**src/rtl/core/fpd_pkg.sv**
```systemverilog
// Shared constants and types for the fixed-point divider.
`timescale 1ns / 1ps
package fpd_pkg;

   localparam int DATA_W    = 32;
   localparam int FRAC_BITS = 16;
   localparam int EXP_W     = 8;
   localparam int CNT_W     = $clog2(DATA_W + 1);

   localparam logic [DATA_W-1:0] QUO_MAX = {1'b0, {(DATA_W-1){1'b1}}};
   localparam logic [DATA_W-1:0] QUO_MIN = {1'b1, {(DATA_W-1){1'b0}}};

   typedef struct packed {
      logic             done;
      logic [EXP_W-1:0] exponent;
   } norm_stat_type;

   typedef struct packed {
      logic              done;
      logic [DATA_W-1:0] mag_quo;
   } div_stat_type;

endpackage

```
**src/rtl/core/fpd_req_if.sv**
```systemverilog
// Request channel interface: dividend and divisor with valid/ready.
`timescale 1ns / 1ps
interface fpd_req_if import fpd_pkg::*; ();
   logic                     valid;
   logic                     ready;
   logic signed [DATA_W-1:0] dividend;
   logic signed [DATA_W-1:0] divisor;

   modport source (output valid, output dividend, output divisor, input ready);
   modport sink   (input valid, input dividend, input divisor, output ready);
endinterface

```
**src/rtl/core/fpd_rsp_if.sv**
```systemverilog
// Response channel interface: quotient with valid/ready.
`timescale 1ns / 1ps
interface fpd_rsp_if import fpd_pkg::*; ();
   logic                     valid;
   logic                     ready;
   logic signed [DATA_W-1:0] quotient;

   modport source (output valid, output quotient, input ready);
   modport sink   (input valid, input quotient, output ready);
endinterface

```
**src/rtl/core/fpd_norm.sv**
```systemverilog
// Normalizer: shifts the dividend left and strips divisor trailing zeros, one bit a cycle.
`timescale 1ns / 1ps
module fpd_norm import fpd_pkg::*; (
   input  logic              clock,
   input  logic              load,
   input  logic [DATA_W-1:0] dividend,
   input  logic [DATA_W-1:0] divisor,
   output logic [DATA_W-1:0] x_norm,
   output logic [DATA_W-1:0] y_norm,
   output norm_stat_type     stat
);

   logic [DATA_W-1:0] x_ff, x_in;
   logic [DATA_W-1:0] y_ff, y_in;
   logic [EXP_W-1:0]  exp_ff, exp_in;
   logic              x_shift;
   logic              y_shift;

   assign x_shift = (x_ff[DATA_W-1] == x_ff[DATA_W-2]);
   assign y_shift = ~y_ff[0];

   always_comb begin
      if (load) begin
         x_in   = dividend;
         y_in   = divisor;
         exp_in = EXP_W'(FRAC_BITS);
      end else begin
         x_in   = x_shift ? {x_ff[DATA_W-2:0], 1'b0} : x_ff;
         y_in   = y_shift ? {y_ff[DATA_W-1], y_ff[DATA_W-1:1]} : y_ff;
         exp_in = exp_ff - EXP_W'(x_shift) - EXP_W'(y_shift);
      end
   end

   always_ff @(posedge clock) begin
      x_ff   <= x_in;
      y_ff   <= y_in;
      exp_ff <= exp_in;
   end

   assign x_norm        = x_ff;
   assign y_norm        = y_ff;
   assign stat.done     = ~x_shift & ~y_shift;
   assign stat.exponent = exp_ff;

endmodule

```
**src/rtl/core/fpd_div.sv**
```systemverilog
// Restoring divider on magnitudes: one quotient bit per cycle.
`timescale 1ns / 1ps
module fpd_div import fpd_pkg::*; (
   input  logic              clock,
   input  logic              reset,
   input  logic              load,
   input  logic [DATA_W-1:0] ma,
   input  logic [DATA_W-1:0] mb,
   output div_stat_type      stat
);

   logic [CNT_W-1:0]  cnt_ff, cnt_in;
   logic [DATA_W-1:0] rem_ff, rem_in;
   logic [DATA_W-1:0] quo_ff, quo_in;
   logic [DATA_W-1:0] mb_ff, mb_in;
   logic [DATA_W:0]   trial;
   logic [DATA_W:0]   diff;
   logic              fits;

   assign trial = {rem_ff, quo_ff[DATA_W-1]};
   assign diff  = trial - {1'b0, mb_ff};
   assign fits  = ~diff[DATA_W];

   always_comb begin
      cnt_in = cnt_ff;
      rem_in = rem_ff;
      quo_in = quo_ff;
      mb_in  = mb_ff;
      if (load) begin
         cnt_in = CNT_W'(DATA_W);
         rem_in = '0;
         quo_in = ma;
         mb_in  = mb;
      end else if (cnt_ff != '0) begin
         cnt_in = cnt_ff - 1'b1;
         rem_in = fits ? diff[DATA_W-1:0] : trial[DATA_W-1:0];
         quo_in = {quo_ff[DATA_W-2:0], fits};
      end
   end

   always_ff @(posedge clock) begin
      if (reset) begin
         cnt_ff <= '0;
      end else begin
         cnt_ff <= cnt_in;
      end
   end

   always_ff @(posedge clock) begin
      rem_ff <= rem_in;
      quo_ff <= quo_in;
      mb_ff  <= mb_in;
   end

   assign stat.done    = (cnt_ff == '0);
   assign stat.mag_quo = quo_ff;

endmodule

```
**src/rtl/core/fixed_point_divider_top.sv**
```systemverilog
// Top level of the signed 16.16 fixed-point divider.
//
// Usage:
//   req carries a signed dividend and divisor; rsp returns the signed
//   quotient. Transfers happen on clock edges where valid and ready are high.
//   One item is in work at a time; req.ready is high only when idle.
//   After the req transfer the normalizer shifts the dividend left until its
//   top two bits differ and strips the divisor's trailing zeros (each 0..31
//   bits, in parallel), then the restoring divide loop runs and the scale
//   step writes the output register. A zero divisor or zero dividend goes
//   straight to the scale step. req.ready rises together with rsp.valid,
//   so the next request can transfer once the previous result is written.
//   The quotient waits in an output register; while rsp is stalled the
//   block may take the next request and holds its finished result in the
//   scale step until the output register frees.
//   Divide by zero saturates: most negative for a negative dividend,
//   most positive otherwise.
//   Reset is synchronous, active high: it idles the sequencer and drops
//   rsp.valid.
`timescale 1ns / 1ps
module fixed_point_divider_top import fpd_pkg::*; (
   input  logic      clock,
   input  logic      reset,
   fpd_req_if.sink   req,
   fpd_rsp_if.source rsp
);

   typedef enum logic [3:0] {
      ST_IDLE  = 4'b0001,
      ST_NORM  = 4'b0010,
      ST_DIV   = 4'b0100,
      ST_SCALE = 4'b1000
   } state_type;

   state_type         state_ff, state_in;
   logic              rsp_valid_ff, rsp_valid_in;
   logic [DATA_W-1:0] quotient_ff, quotient_in;
   logic              special_ff, special_in;
   logic [DATA_W-1:0] special_val_ff, special_val_in;
   logic              neg_ff, neg_in;

   logic              req_xfer;
   logic              div_load;
   logic [DATA_W-1:0] x_norm;
   logic [DATA_W-1:0] y_norm;
   logic [DATA_W-1:0] ma;
   logic [DATA_W-1:0] mb;
   logic [DATA_W-1:0] q_signed;
   logic [DATA_W-1:0] scaled;
   logic [EXP_W-1:0]  neg_exp;
   logic              out_free;
   norm_stat_type     norm_stat;
   div_stat_type      div_stat;

   assign req.ready = (state_ff == ST_IDLE);
   assign req_xfer  = req.valid & req.ready;
   assign out_free  = ~rsp_valid_ff | rsp.ready;

   fpd_norm u_norm (
      .clock    (clock),
      .load     (req_xfer),
      .dividend (req.dividend),
      .divisor  (req.divisor),
      .x_norm   (x_norm),
      .y_norm   (y_norm),
      .stat     (norm_stat)
   );

   assign ma = x_norm[DATA_W-1] ? (~x_norm + 1'b1) : x_norm;
   assign mb = y_norm[DATA_W-1] ? (~y_norm + 1'b1) : y_norm;

   fpd_div u_div (
      .clock (clock),
      .reset (reset),
      .load  (div_load),
      .ma    (ma),
      .mb    (mb),
      .stat  (div_stat)
   );

   // scale by the leftover exponent: wrapping left shift or arithmetic right shift
   assign neg_exp = ~norm_stat.exponent + 1'b1;

   always_comb begin
      q_signed = neg_ff ? (~div_stat.mag_quo + 1'b1) : div_stat.mag_quo;
      if (!norm_stat.exponent[EXP_W-1]) begin
         if (norm_stat.exponent >= EXP_W'(DATA_W)) begin
            scaled = '0;
         end else begin
            scaled = q_signed << norm_stat.exponent[CNT_W-2:0];
         end
      end else begin
         if (neg_exp >= EXP_W'(DATA_W)) begin
            scaled = {DATA_W{q_signed[DATA_W-1]}};
         end else begin
            scaled = DATA_W'($signed(q_signed) >>> neg_exp[CNT_W-2:0]);
         end
      end
   end

   always_comb begin
      state_in       = state_ff;
      rsp_valid_in   = rsp_valid_ff & ~rsp.ready;
      quotient_in    = quotient_ff;
      special_in     = special_ff;
      special_val_in = special_val_ff;
      neg_in         = neg_ff;
      div_load       = 1'b0;
      unique case (state_ff)
         ST_IDLE: begin
            if (req_xfer) begin
               neg_in = req.dividend[DATA_W-1] ^ req.divisor[DATA_W-1];
               if (req.divisor == '0) begin
                  special_in     = 1'b1;
                  special_val_in = req.dividend[DATA_W-1] ? QUO_MIN : QUO_MAX;
                  state_in       = ST_SCALE;
               end else if (req.dividend == '0) begin
                  special_in     = 1'b1;
                  special_val_in = '0;
                  state_in       = ST_SCALE;
               end else begin
                  special_in = 1'b0;
                  state_in   = ST_NORM;
               end
            end
         end
         ST_NORM: begin
            if (norm_stat.done) begin
               div_load = 1'b1;
               state_in = ST_DIV;
            end
         end
         ST_DIV: begin
            if (div_stat.done) begin
               state_in = ST_SCALE;
            end
         end
         ST_SCALE: begin
            if (out_free) begin
               quotient_in  = special_ff ? special_val_ff : scaled;
               rsp_valid_in = 1'b1;
               state_in     = ST_IDLE;
            end
         end
         default: begin
            state_in = ST_IDLE;
         end
      endcase
   end

   always_ff @(posedge clock) begin
      if (reset) begin
         state_ff     <= ST_IDLE;
         rsp_valid_ff <= 1'b0;
         special_ff   <= 1'b0;
      end else begin
         state_ff     <= state_in;
         rsp_valid_ff <= rsp_valid_in;
         special_ff   <= special_in;
      end
   end

   always_ff @(posedge clock) begin
      quotient_ff    <= quotient_in;
      special_val_ff <= special_val_in;
      neg_ff         <= neg_in;
   end

   assign rsp.valid    = rsp_valid_ff;
   assign rsp.quotient = quotient_ff;

endmodule

```
**src/flat_wrapper.sv**
```systemverilog
// flat-port wrapper written by rule: the top's interface ports become plain ports
module fixed_point_divider_top_flat import fpd_pkg::*;
  (clock, reset, req_valid, req_dividend, req_divisor, req_ready, rsp_valid, rsp_quotient, rsp_ready);
  fpd_req_if req_i ();
  fpd_rsp_if rsp_i ();
  input  logic clock;
  input  logic reset;
  input wire logic [$bits(req_i.valid)-1:0] req_valid;
  input wire logic [$bits(req_i.dividend)-1:0] req_dividend;
  input wire logic [$bits(req_i.divisor)-1:0] req_divisor;
  output wire logic [$bits(req_i.ready)-1:0] req_ready;
  output wire logic [$bits(rsp_i.valid)-1:0] rsp_valid;
  output wire logic [$bits(rsp_i.quotient)-1:0] rsp_quotient;
  input wire logic [$bits(rsp_i.ready)-1:0] rsp_ready;
  assign req_i.valid = req_valid;
  assign req_i.dividend = req_dividend;
  assign req_i.divisor = req_divisor;
  assign req_ready = req_i.ready;
  assign rsp_valid = rsp_i.valid;
  assign rsp_quotient = rsp_i.quotient;
  assign rsp_i.ready = rsp_ready;
  fixed_point_divider_top u_core (.clock(clock), .reset(reset), .req(req_i), .rsp(rsp_i));
endmodule
```
**config.mk**
```make
export PLATFORM = sky130hd
export DESIGN_NAME = fixed_point_divider_top_flat
export DESIGN_NICKNAME = d
export VERILOG_FILES = /design/src/rtl/core/fpd_pkg.sv /design/src/rtl/core/fpd_req_if.sv /design/src/rtl/core/fpd_rsp_if.sv /design/src/rtl/core/fpd_norm.sv /design/src/rtl/core/fpd_div.sv /design/src/rtl/core/fixed_point_divider_top.sv /design/src/flat_wrapper.sv
export SDC_FILE = /design/constraint.sdc
export NUM_CORES = 1
export LEC_CHECK = 0
export ABC_AREA = 1
export ABC_CLOCK_PERIOD_IN_PS = 10500
export BUFFER_PORTS_ARGS = -buffer_cell sky130_fd_sc_hd__buf_2
export CORE_MARGIN = 2
export CORE_UTILIZATION = 50
export DETAILED_ROUTE_END_ITERATION = 8
export PLACE_DENSITY_LB_ADDON = 0.15
export SYNTH_ARGS = -nofsm -noshare
export SYNTH_HDL_FRONTEND = slang
export SYNTH_SLANG_ARGS = --single-unit
```
**constraint.sdc**
```tcl
create_clock -name clock -period 10.5 [get_ports clock]
set_clock_uncertainty 0.05 [all_clocks]
set_input_delay 1.05 -clock clock [delete_from_list [all_inputs] [get_ports clock]]
set_output_delay 1.05 -clock clock [all_outputs]
set_load 0.03 [all_outputs]
```
==> run metrics <==
first-pass GRT wire length=79.9 mm; non-filler cells, final=2942; Hold Path Class=flop to flop; Initial Utilization=50.4%; Mapped Cells=2436; Post-synth EDFFs=162; grt ovf=0; Synth Area in XOR/XNOR=5.20%; RD Place Congestion=0.987; Filler Cell Count=3383; routed length on met1=24.1 mm; final setup violating endpoints=0; Core Rows=67; total negative slack=0 ns; hold_buf cts=0; clk sinks=215; Syn Nets=2549; GR Util All Layers=28.4%; placed cells=2896; clk root buf=clkbuf_16; WP data arrival=4.38 ns; #FFs+latches synth=215; Final HPWL DP=38.6 mm; top cell type's share of synthesized area=28.9%; H-Tree Depth=1; share of cells above drive strength 1=9.75%; buffer depth of the longest clock path=3; TritonCTS clock tree=yes; most common cell in the synthesized netlist=nand2_1; status=completed; Post-Syn Area=16800 µm²; vias per cell=5.50; routed length per instance=17.1 µm; drt total wl=50.5 mm; Post-Synth Adder-Cell Area=3.44%; Post-CTS Resized=0; CP max FO=36; type of origin of the critical path=flop; max-cap violation count=0; Tightest Pin Transition=1.07 ns; Slew Viols, Final=0; initial DRC count=1512; Routed Antenna Nets=0; crit path cell chain=buf_4 > inv_1 > ha_1 > buf_4 > inv_1 > nand3_1 > nand3_1 > nand3_1 > a31oi_1 > nand2_1 > nand2_1 > nand2_1 > nand2_1 > nand2_1; unrepaired setup endpoints after global routing=no; Setup CP Type=flop to flop; Die W=187 µm; syn_area_per_cell=6.90 µm²; Crit path top cell by count=nand2_1; Worst-Skew Late Latency=0.56 ns; Die ar.=35100 µm²; Area Overhead vs Synth=9.02%; vias=16200; Critical Path RT=10.72 ns; # IOs=102; core area=33400 µm²; Largest stage delay, worst path=0.77 ns; hold_ws=0.402 ns; Num CTS Buffers=25; synth cell count leaders=nand2_1, nand3_1, inv_1, nor2_1, edfxtp_1; largest net degree at the start of global routing=121; largest family of logic cells by synthesized area=simple AND/OR/NAND/NOR gates; buffers added on ports=101; drt first pass iters=6; Nets=2588; CTS clock-pin slew for the worst setup and hold paths=0.06 ns; cell taking the most area after synthesis=edfxtp_1; Max transition margin=28.3%; mux contribution to synthesized area=0%; Post-synth ARST share=0%; routed length on met2=20.9 mm; Top FF cell, synth=edfxtp_1; R2R setup slack=6.35 ns; Critical-path top delay cell=inv_1; Post-Synth Simple-Gate Area=34.2%; Hold Fails Final Rpt=0; uppermost layer routed=met4; vias in the first global route=14600; CP endpoint kind=flop; fmax=241 MHz; fin crit period=4.15 ns; post-synthesis sequential area ratio=35.2%; DIE HEIGHT=187 µm; synth top area cells=edfxtp_1, nand2_1, nand3_1, dfxtp_1, inv_1; DRC=0; area fraction in compound gates after synthesis=13.0%; initial antenna violation count=1; Synth Warn #=0; postcts setup bufs=0; post-synth cell types=63; met3 routed wirelength=3.35 mm; part of the cycle the worst path needs=39.6%
[sequential cells by signal (all words and copies together), names as in the netlist]
signal	flops
u_core.u_norm.exp_ff	8
u_core.rsp.valid	1
u_core.u_div.quo_ff	32
u_core.rsp.quotient	32
u_core.u_norm.y_norm	32
u_core.state_ff	4
u_core.u_norm.x_norm	32
u_core.neg_ff	1
u_core.special_ff	1
u_core.special_val_ff	2
u_core.u_div.rem_ff	32
u_core.u_div.cnt_ff	6
u_core.u_div.mb_ff	32
[stage by stage]
step	area [µm²]	utilization [%]	setup slack [ns]
2_1_floorplan	16800	-	7.10
3_3_place_gp	17500	52.5	6.40
3_5_place_dp	17500	52.5	6.43
4_1_cts	18300	54.9	6.44
5_1_grt	18300	55.0	6.00
6_report	18300	55.0	6.35
[worst paths after layout]
kind | start | endpoint | cells after the start
max | u_core.u_norm.exp_ff[1] | u_core.rsp.quotient[7] | 14
min | u_core.u_div.cnt_ff[0] | u_core.u_div.cnt_ff[0] | 1
max reg2reg | u_core.u_norm.exp_ff[1] | u_core.rsp.quotient[7] | 14
min reg2reg | u_core.u_div.cnt_ff[0] | u_core.u_div.cnt_ff[0] | 1
[logic make-up (layout without fill, tap and decap cells)]
family,count (synthesis),count (layout)
other cells,0,1
xor+xnor,99,99
simple gates,1316,1316
fa+ha+maj,45,45
compound gates,396,396
flops,215,215
buf+inv,365,422
[critical path: cells and delay by family, from the launching register on]
kind	cells	cell delay, ns
flops	1	0.29
compound gates	1	0.34
simple gates	8	0.88
buf+inv	4	1.93
fa+ha+maj	1	0.36
[metal layers]
layer	global-route usage, %	vias up
li1	-	8160
met1	42.5	7308
met2	42.0	639
met3	3.15	84
met4	10.8	0
met5	0	-
[placed cells by master (no fill, tap or decap), drive strengths merged, types with 3 or more instances in the layout]
master    netlist  routed
nand2         753     753
nand3         292     292
inv           254     255
o21ai         221     221
nor2          189     189
edfxtp        162     162
buf            58     119
a21oi         102     102
xor2           78      78
dfxtp          53      53
ha             43      43
clkbuf         49      33
nor3           23      23
xnor2          21      21
nor4           20      20
o31ai          18      18
o211ai         15      15
nand4          14      14
a31oi          12      12
or2            11      11
clkinv          4      10
nand3b          7       7
o21a            5       5
a21boi          5       5
o22ai           4       4
and2            4       4
a21o            3       3
o21bai          3       3
clkinvlp        0       3
[final cells by class]
class / instances / area (µm²) / area share (%)
diodes: 1 / 2.50 / 0.0136
clock buffers: 33 / 676 / 3.68
clock inverters: 12 / 130 / 0.710
inverters: 258 / 986 / 5.38
multi-input cells: 1856 / 9410 / 51.3
flip-flops and latches: 215 / 5930 / 32.3
well taps: 448 / 561 / 3.06
repair buffers: 119 / 641 / 3.49
Power is not shown: default switching activity piles up to over one toggle a cycle in this logic, so the estimate is an artifact.
